<file path="src/rtl/core/spq_pkg.sv">
// Shared constants and types for the sorted priority queue.
`default_nettype none
package spq_pkg;

	// Default sizes
	localparam int DEF_QUEUE_DEPTH   = 16;
	localparam int DEF_PRIORITY_BITS = 16;
	localparam int DEF_DATA_BITS     = 32;

	localparam int CMD_BITS    = 2;
	localparam int STATUS_BITS = 2;

	// Command codes
	localparam logic [CMD_BITS-1:0] CMD_ENQ  = 2'd0;
	localparam logic [CMD_BITS-1:0] CMD_DEQ  = 2'd1;
	localparam logic [CMD_BITS-1:0] CMD_PEEK = 2'd2;

	// Status codes
	localparam logic [STATUS_BITS-1:0] ST_OK    = 2'd0;
	localparam logic [STATUS_BITS-1:0] ST_EMPTY = 2'd1;
	localparam logic [STATUS_BITS-1:0] ST_FULL  = 2'd2;

	// Operation broadcast to every cell of the chain
	typedef struct packed {
		logic enq;
		logic deq;
	} spq_op_t;

endpackage
`default_nettype wire

</file>
<file path="src/rtl/core/spq_if.sv">
// Handshake interfaces for the command and result channels.
`default_nettype none
interface spq_cmd_if
	import spq_pkg::*;
#(
	parameter int PRIORITY_BITS = DEF_PRIORITY_BITS,
	parameter int DATA_BITS     = DEF_DATA_BITS
) ();
	logic                            valid;
	logic                            ready;
	logic [CMD_BITS-1:0]             cmd;
	logic signed [PRIORITY_BITS-1:0] priority_req;
	logic [DATA_BITS-1:0]            item_data;

	modport source (output valid, cmd, priority_req, item_data, input ready);
	modport sink (input valid, cmd, priority_req, item_data, output ready);
endinterface

interface spq_rsp_if
	import spq_pkg::*;
#(
	parameter int PRIORITY_BITS = DEF_PRIORITY_BITS,
	parameter int DATA_BITS     = DEF_DATA_BITS,
	parameter int COUNT_BITS    = $clog2(DEF_QUEUE_DEPTH + 1)
) ();
	logic                            valid;
	logic                            ready;
	logic [STATUS_BITS-1:0]          status;
	logic [DATA_BITS-1:0]            out_data;
	logic signed [PRIORITY_BITS-1:0] head_priority;
	logic [COUNT_BITS-1:0]           entry_count;

	modport source (output valid, status, out_data, head_priority, entry_count, input ready);
	modport sink (input valid, status, out_data, head_priority, entry_count, output ready);
endinterface
`default_nettype wire

</file>
<file path="src/rtl/core/spq_cell.sv">
// One slot of the sorted chain: holds an entry, shifts left or right, or takes the new entry.
`default_nettype none
module spq_cell
	import spq_pkg::*;
#(
	parameter int PRIORITY_BITS = DEF_PRIORITY_BITS,
	parameter int DATA_BITS     = DEF_DATA_BITS
) (
	input  wire logic                            clk,
	input  wire spq_op_t                         op,
	input  wire logic                            occupied,
	input  wire logic signed [PRIORITY_BITS-1:0] new_prio,
	input  wire logic [DATA_BITS-1:0]            new_data,
	input  wire logic                            left_behind,
	input  wire logic signed [PRIORITY_BITS-1:0] left_prio,
	input  wire logic [DATA_BITS-1:0]            left_data,
	input  wire logic signed [PRIORITY_BITS-1:0] right_prio,
	input  wire logic [DATA_BITS-1:0]            right_data,
	output logic                                 behind,
	output logic signed [PRIORITY_BITS-1:0]      prio,
	output logic [DATA_BITS-1:0]                 data,
	output logic signed [PRIORITY_BITS-1:0]      prio_next
);

	logic signed [PRIORITY_BITS-1:0] prio_q;
	logic [DATA_BITS-1:0]            data_q;
	logic [DATA_BITS-1:0]            data_next;

	// New entry goes behind this one when this one is held and not greater
	assign behind = occupied && (prio_q <= new_prio);

	// Pick the next content: keep, take the new entry, or shift from a neighbour
	always_comb begin
		prio_next = prio_q;
		data_next = data_q;
		if (op.enq) begin
			if (!behind) begin
				if (left_behind) begin
					prio_next = new_prio;
					data_next = new_data;
				end else begin
					prio_next = left_prio;
					data_next = left_data;
				end
			end
		end else if (op.deq) begin
			prio_next = right_prio;
			data_next = right_data;
		end
	end

	always_ff @(posedge clk) begin
		prio_q <= prio_next;
		data_q <= data_next;
	end

	assign prio = prio_q;
	assign data = data_q;

endmodule
`default_nettype wire

</file>
<file path="src/rtl/core/sorted_priority_queue_unit.sv">
// Sorted min-priority queue built as a chain of compare-and-shift cells.
// Each accepted command (enqueue, dequeue, peek) gives one result, held in an output register;
// one command is taken every cycle while the result side keeps up, since every cell
// compares its entry with the new priority in parallel and shifts by one slot in the same cycle.
// Equal priorities leave in arrival order. A full queue rejects enqueue with status full; an
// empty queue answers dequeue and peek with status empty. Slots beyond the entry count hold
// stale contents and are never reported.
`default_nettype none
module sorted_priority_queue_unit
	import spq_pkg::*;
#(
	parameter int QUEUE_DEPTH   = DEF_QUEUE_DEPTH,
	parameter int PRIORITY_BITS = DEF_PRIORITY_BITS,
	parameter int DATA_BITS     = DEF_DATA_BITS,
	parameter int COUNT_BITS    = $clog2(QUEUE_DEPTH + 1)
) (
	input  wire logic clk,
	input  wire logic arst_n,
	spq_cmd_if.sink   req,
	spq_rsp_if.source rsp
);

	localparam logic [COUNT_BITS-1:0] FULL_COUNT = COUNT_BITS'(QUEUE_DEPTH);

	logic [COUNT_BITS-1:0] count_q;
	logic [COUNT_BITS-1:0] count_d;
	logic                  rsp_valid_q;
	logic [STATUS_BITS-1:0] status_q;
	logic [DATA_BITS-1:0]  out_data_q;
	logic signed [PRIORITY_BITS-1:0] head_q;
	logic [COUNT_BITS-1:0] entry_count_q;

	logic fire;
	logic is_enq;
	logic is_deq;
	logic is_peek;
	logic full;
	logic empty;
	spq_op_t op;
	logic [STATUS_BITS-1:0] status_d;
	logic [DATA_BITS-1:0]   out_data_d;
	logic signed [PRIORITY_BITS-1:0] head_d;

	logic                            occ_a       [QUEUE_DEPTH];
	logic                            behind_a    [QUEUE_DEPTH];
	logic signed [PRIORITY_BITS-1:0] prio_a      [QUEUE_DEPTH];
	logic [DATA_BITS-1:0]            data_a      [QUEUE_DEPTH];
	logic signed [PRIORITY_BITS-1:0] prio_next_a [QUEUE_DEPTH];

	// Accept while the result register is free or being emptied
	assign req.ready = !rsp_valid_q || rsp.ready;
	assign fire      = req.valid && req.ready;

	// Decode the command
	assign is_enq  = (req.cmd == CMD_ENQ);
	assign is_deq  = (req.cmd == CMD_DEQ);
	assign is_peek = (req.cmd == CMD_PEEK);
	assign full    = (count_q == FULL_COUNT);
	assign empty   = (count_q == '0);
	assign op.enq  = fire && is_enq && !full;
	assign op.deq  = fire && is_deq && !empty;

	// Chain of cells
	for (genvar i = 0; i < QUEUE_DEPTH; i++) begin : g_cell
		assign occ_a[i] = (COUNT_BITS'(i) < count_q);

		spq_cell #(
			.PRIORITY_BITS(PRIORITY_BITS),
			.DATA_BITS    (DATA_BITS)
		) u_cell (
			.clk        (clk),
			.op         (op),
			.occupied   (occ_a[i]),
			.new_prio   (req.priority_req),
			.new_data   (req.item_data),
			.left_behind((i == 0) ? 1'b1 : behind_a[(i == 0) ? 0 : i - 1]),
			.left_prio  ((i == 0) ? req.priority_req : prio_a[(i == 0) ? 0 : i - 1]),
			.left_data  ((i == 0) ? req.item_data : data_a[(i == 0) ? 0 : i - 1]),
			.right_prio (prio_a[(i == QUEUE_DEPTH - 1) ? i : i + 1]),
			.right_data (data_a[(i == QUEUE_DEPTH - 1) ? i : i + 1]),
			.behind     (behind_a[i]),
			.prio       (prio_a[i]),
			.data       (data_a[i]),
			.prio_next  (prio_next_a[i])
		);
	end

	// Next entry count
	always_comb begin
		count_d = count_q;
		if (op.enq) begin
			count_d = count_q + 1'b1;
		end else if (op.deq) begin
			count_d = count_q - 1'b1;
		end
	end

	// Build the result: status and data from the queue before the command, head priority after it
	always_comb begin
		status_d   = ST_OK;
		out_data_d = '0;
		if (is_enq && full) begin
			status_d = ST_FULL;
		end else if ((is_deq || is_peek) && empty) begin
			status_d = ST_EMPTY;
		end else if (is_deq || is_peek) begin
			out_data_d = data_a[0];
		end
		head_d = (count_d == '0) ? '0 : prio_next_a[0];
	end

	// Hold the count and the result handshake
	always_ff @(posedge clk or negedge arst_n) begin
		if (!arst_n) begin
			count_q     <= '0;
			rsp_valid_q <= 1'b0;
		end else begin
			if (fire) begin
				count_q <= count_d;
			end
			if (fire) begin
				rsp_valid_q <= 1'b1;
			end else if (rsp.ready) begin
				rsp_valid_q <= 1'b0;
			end
		end
	end

	// Result payload
	always_ff @(posedge clk) begin
		if (fire) begin
			status_q      <= status_d;
			out_data_q    <= out_data_d;
			head_q        <= head_d;
			entry_count_q <= count_d;
		end
	end

	assign rsp.valid         = rsp_valid_q;
	assign rsp.status        = status_q;
	assign rsp.out_data      = out_data_q;
	assign rsp.head_priority = head_q;
	assign rsp.entry_count   = entry_count_q;

	// Checks
	a_count_bound: assert property (@(posedge clk) disable iff (!arst_n)
		count_q <= FULL_COUNT)
		else $error("entry count above queue depth");

	a_deq_count: assert property (@(posedge clk) disable iff (!arst_n)
		(fire && is_deq && !empty) |=> (count_q == $past(count_q) - 1'b1))
		else $error("dequeue did not drop the count");

	a_full_status: assert property (@(posedge clk) disable iff (!arst_n)
		(rsp_valid_q && status_q == ST_FULL) |-> (entry_count_q == FULL_COUNT))
		else $error("full status with room left");

	a_head_sorted: assert property (@(posedge clk) disable iff (!arst_n)
		occ_a[1] |-> (prio_a[0] <= prio_a[1]))
		else $error("head entry out of order");

endmodule
`default_nettype wire
</file>
<file path="src/flat_wrapper.sv">
// flat-port wrapper written by rule: the top's interface ports become plain ports
module sorted_priority_queue_unit_flat import spq_pkg::*;
#(
	parameter int QUEUE_DEPTH   = DEF_QUEUE_DEPTH,
	parameter int PRIORITY_BITS = DEF_PRIORITY_BITS,
	parameter int DATA_BITS     = DEF_DATA_BITS,
	parameter int COUNT_BITS    = $clog2(QUEUE_DEPTH + 1)
)
  (clk, arst_n, req_valid, req_cmd, req_priority_req, req_item_data, req_ready, rsp_valid, rsp_status, rsp_out_data, rsp_head_priority, rsp_entry_count, rsp_ready);
  spq_cmd_if #(.PRIORITY_BITS(PRIORITY_BITS), .DATA_BITS(DATA_BITS)) req_i ();
  spq_rsp_if #(.PRIORITY_BITS(PRIORITY_BITS), .DATA_BITS(DATA_BITS), .COUNT_BITS(COUNT_BITS)) rsp_i ();
  input  wire logic clk;
  input  wire logic arst_n;
  input wire logic [$bits(req_i.valid)-1:0] req_valid;
  input wire logic [$bits(req_i.cmd)-1:0] req_cmd;
  input wire logic [$bits(req_i.priority_req)-1:0] req_priority_req;
  input wire logic [$bits(req_i.item_data)-1:0] req_item_data;
  output wire logic [$bits(req_i.ready)-1:0] req_ready;
  output wire logic [$bits(rsp_i.valid)-1:0] rsp_valid;
  output wire logic [$bits(rsp_i.status)-1:0] rsp_status;
  output wire logic [$bits(rsp_i.out_data)-1:0] rsp_out_data;
  output wire logic [$bits(rsp_i.head_priority)-1:0] rsp_head_priority;
  output wire logic [$bits(rsp_i.entry_count)-1:0] rsp_entry_count;
  input wire logic [$bits(rsp_i.ready)-1:0] rsp_ready;
  assign req_i.valid = req_valid;
  assign req_i.cmd = req_cmd;
  assign req_i.priority_req = req_priority_req;
  assign req_i.item_data = req_item_data;
  assign req_ready = req_i.ready;
  assign rsp_valid = rsp_i.valid;
  assign rsp_status = rsp_i.status;
  assign rsp_out_data = rsp_i.out_data;
  assign rsp_head_priority = rsp_i.head_priority;
  assign rsp_entry_count = rsp_i.entry_count;
  assign rsp_i.ready = rsp_ready;
  sorted_priority_queue_unit #(.QUEUE_DEPTH(QUEUE_DEPTH), .PRIORITY_BITS(PRIORITY_BITS), .DATA_BITS(DATA_BITS), .COUNT_BITS(COUNT_BITS)) u_core (.clk(clk), .arst_n(arst_n), .req(req_i), .rsp(rsp_i));
endmodule
</file>
<file path="config.mk">
export PLATFORM = sky130hd
export DESIGN_NAME = sorted_priority_queue_unit_flat
export DESIGN_NICKNAME = d
export VERILOG_FILES = /design/src/rtl/core/spq_pkg.sv /design/src/rtl/core/spq_if.sv /design/src/rtl/core/spq_cell.sv /design/src/rtl/core/sorted_priority_queue_unit.sv /design/src/flat_wrapper.sv
export SDC_FILE = /design/constraint.sdc
export NUM_CORES = 2
export LEC_CHECK = 0
export BUFFER_PORTS_ARGS = -buffer_cell sky130_fd_sc_hd__buf_2
export CORE_MARGIN = 3
export CORE_UTILIZATION = 64
export DETAILED_ROUTE_END_ITERATION = 6
export PLACE_DENSITY = 0.83
export SYNTH_ARGS = -nofsm -noshare
export SYNTH_HDL_FRONTEND = slang
export SYNTH_SLANG_ARGS = --single-unit
export TNS_END_PERCENT = 5
</file>
<file path="constraint.sdc">
create_clock -name clk -period 8.85 [get_ports clk]
set_clock_uncertainty 0.1 [all_clocks]
set_input_delay 1.77 -clock clk [delete_from_list [all_inputs] [get_ports clk]]
set_output_delay 1.77 -clock clk [all_outputs]
set_load 0.01 [all_outputs]
</file>
==> results.toml <==
[cts]
ctsLongestPathBuffers = 3
numCtsBuffers = 88
path_clk_slew_ns = 0.06
ctsResizeCount = 0
h-tree-depth = 3
cts_tree = "done"
clock_latency_ns = 0.67
ctsHoldBuffers = 0
ctsRootBufferMaster = "clkbuf_16"
postCtsSetupBuffers = 0
cts_num_sinks = 829

[floorplanning]
core_area_um2 = 74570
pin_count = 111
rows = 100
die_h_um = 280.7
die_x_um = 280.7
initial_utilization_pct = 64.74
die_area_um2 = 78760

[detailed_routing]
vias_per_cell = 7.060
drt-pass1-iter-count = 7
drc = 0
drt_iter0_drc = 6102
wl_per_cell_um = 25.56
drt-total-wl_mm = 145.8
dr_total_vias = 40270
final_antenna_net_count = 0

[cells_and_area]
final_nets = 4977
drive_above_1_share_pct = 10.06
syn2layout_area_growth_pct = 8.065
instances_no_fill = 5704
final_core_util_pct = 69.96
fillers = 5364

[power_and_ir_drop]
p_int_w = 0.007973
combPwrFrac_pct = 28.7
pwr-share-clk_pct = 29.3
p_total_w = 0.01233
power_density_nw_per_um2 = 236.4
p_leak_nw = 19.53
ir_drop_v = 0.0001671
p_switching_w = 0.004360
switching_share_pct = 35.35
p_seq_share_pct = 42.0

[worst_setup_path]
critPathTopFamily = "buffers and inverters"
cp_slowest_cell = "o21ai_4"
cp-end-kind = "register"
r2r_start = "u_core.count_q[1]$_DFFE_PN0P_"
critPathKind = "in2reg"
path_cells = "buf_2, inv_1, ha_1, nand4_1, nor4_1, a21boi_1, or4_1, o311ai_1, and3_1, o21ai_4, buf_4"
crit_arrival_ns = 6.34
critPathRequiredTime_ns = 9.04
worst_setup_path_start_kind = "input port"
reg2reg_depth = 8
timing.rr.end = "u_core.g_cell[4].u_cell.data[24]$_DFFE_PP_"
cpPeakStageDelay_ns = 0.89
rrSetupSlack_ns = 3.67
crit_fanout = 26
cp_num_buf_inv = 3

[logic_synthesis]
synth_top_area_share_pct = 50.20
synth_cells = 4804
ys_top_cells_by_area = "edfxtp_1 (50%), ha_1 (6.8%), mux2i_1 (5.9%), nand2_1 (4.9%), a21oi_1 (4.6%)"
syn_nets = 5119
synth_edf_count = 807
synth-seq-cells = 829
ys_seq_area_share_pct = 51.17
ys_async_sr_fraction_pct = 0.7238
synth_flop_cell = "edfxtp_1"
avgSynthCellArea_um2 = 10.05
synth_warnings = 0
synth_common_cells = "edfxtp_1 (807), nand2_1 (629), a21oi_1 (441), nor2_1 (425), clkbuf_1 (343)"
yosys.area.top_type = "edfxtp_1"
synth_cell_type_count = 75
synth_area_um2 = 48280
synth.most_common_cell = "edfxtp_1"

[placement]
io_buffers = 110
dp_hpwl_mm = 90.24
pre_cts_slack_ns = 2.172
dp.cells = 5541
gp_congestion = 0.9412

[job]
cap_violations = 0

[hold_path]
min_from = "u_core.g_cell[1].u_cell.prio[0]$_DFFE_PP_"
whs_path_depth = 2
holdCritPathClass = "reg2reg"
hold_end = "u_core.g_cell[0].u_cell.prio[0]$_DFF_P_"

[sta]
setup_viol = 0
finalSetupTns_ns = 0
setup_slack_ns = 2.703
finalHoldViolations = 0
worst_slew_pin_slew_ns = 1.318
relSlewSlack_pct = 11.95
maxClockFrequency_mhz = 162.7
period_needed_ns = 6.147
rsz0062_at_grt = "no"
maxSlewViolCount = 0
finalCritPeriodShare_pct = 69.46

[global_route]
grt_max_degree = 268
track_usage_pct = 36.42
globalRouteOverflowTotal = 0
antenna_found_initial = 1
grt_pass1_wl_mm = 224.0
grt_pass1_vias = 39250

[outcome]
outcome = "completed"
[area by class of cell]
class | count | area [um^2] | area share [%]
clock buffer | 115 | 2376 | 4.554
antenna | 2 | 5.005 | 0.009593
tap | 969 | 1212 | 2.324
sequential | 829 | 24700 | 47.35
timing repair buffer | 185 | 1176 | 2.254
multi-input combinational | 3491 | 22080 | 42.32
clock inverter | 46 | 365.4 | 0.7003
inverter | 67 | 251.5 | 0.4820
[per-stage QoR]
| step | hold WS, ns | instance area [um^2] |
|---|---|---|
| floorplan | 0.3817 | 48280 |
| CTS | 0.4436 | 52170 |
| global placement | 0.4223 | 49420 |
| global route | 0.4611 | 52170 |
| detailed placement | 0.4216 | 49420 |
| finish | 0.4456 | 52170 |
[state kept, by name (all words and copies together), names as in the netlist]
signal	count
u_core.rsp.head_priority	16
u_core.rsp.out_data	32
u_core.rsp.status	2
u_core.g_cell.u_cell.data	512
u_core.g_cell.u_cell.prio	256
u_core.count_q	5
u_core.rsp.entry_count	5
u_core.rsp.valid	1
[layer usage]
metal / vias up / global-route usage, % / wire, um
met5: - / 0 / 0
met4: 0 / 17.84 / 7262
met3: 425 / 7.069 / 16370
met2: 2791 / 56.52 / 66000
met1: 19400 / 49.53 / 56170
li1: 17660 / - / -
[cells in the final DEF (no fill, tap or decap), types with 15 or more instances in the layout]
cell	Yosys	routed
edfxtp_1	807	807
nand2_1	629	622
a21oi_1	441	431
nor2_1	425	424
nor3_1	316	315
mux2i_1	285	285
ha_1	261	261
o21ai_0	219	212
nand3_1	143	141
o211ai_1	136	136
buf_2	30	110
clkbuf_16	0	90
buf_4	1	70
inv_1	67	66
a21o_1	54	53
o22ai_1	54	52
a211oi_1	51	51
o31ai_1	49	49
nand4_1	48	48
o221a_2	48	48
mux2_2	48	48
and2_1	37	36
nor2b_1	25	25
a31oi_1	26	24
clkbuf_1	343	22
o21a_1	22	21
clkinv_2	0	20
a222oi_1	16	16
dfxtp_1	16	16
o21ai_1	15	15
a311oi_1	15	15
[power by group through the flow]
stage / sequential, W / combinational [W] / clock, W
after floorplan: 0.00515 / 0.00235 / 0
after global placement: 0.00523 / 0.00329 / 0
after detailed placement: 0.00524 / 0.00341 / 0
after CTS: 0.00516 / 0.00344 / 0.00363
after global routing: 0.00521 / 0.00377 / 0.00378
final: 0.00518 / 0.00354 / 0.00362
[cell families (layout without fill, tap and decap cells)]
| family | Yosys count | in the layout | share of synthesized area, % |
|---|---|---|---|
| other | 0 | 2 | 0 |
| buffers and inverters | 484 | 413 | 3.895 |
| DFF | 829 | 829 | 51.17 |
| and+or+nand+nor | 1697 | 1697 | 15.51 |
| xor gates and xnor gates | 9 | 9 | 0.1633 |
| muxes | 333 | 333 | 7.029 |
| adders and majority gates | 261 | 261 | 6.764 |
| AOI/OAI and AO/OA | 1191 | 1191 | 15.47 |
[how the worst max path moves through the flow]
stage                              start                                     endpoint  slack (ns)  depth (start not counted)
global route        req_priority_req[11]   u_core.g_cell[7].u_cell.data[11]$_DFFE_PP_        2.51                         11
CTS                 req_priority_req[11]   u_core.g_cell[7].u_cell.data[15]$_DFFE_PP_        2.85                         11
floorplan                      rsp_ready    u_core.g_cell[1].u_cell.data[0]$_DFFE_PP_        0.20                          7
finish              req_priority_req[11]   u_core.g_cell[7].u_cell.data[15]$_DFFE_PP_        2.70                         11
detailed placement  req_priority_req[11]   u_core.g_cell[7].u_cell.data[21]$_DFFE_PP_        2.17                         11
global placement    req_priority_req[11]  u_core.g_cell[13].u_cell.data[30]$_DFFE_PP_        2.31                         11
[worst min-delay path, stage by stage, from the launching register on]
cell and delay [ns]:
edfxtp_1 0.34, a222oi_1 0.11, inv_1 0.07
(Power assumes the default switching activity.)
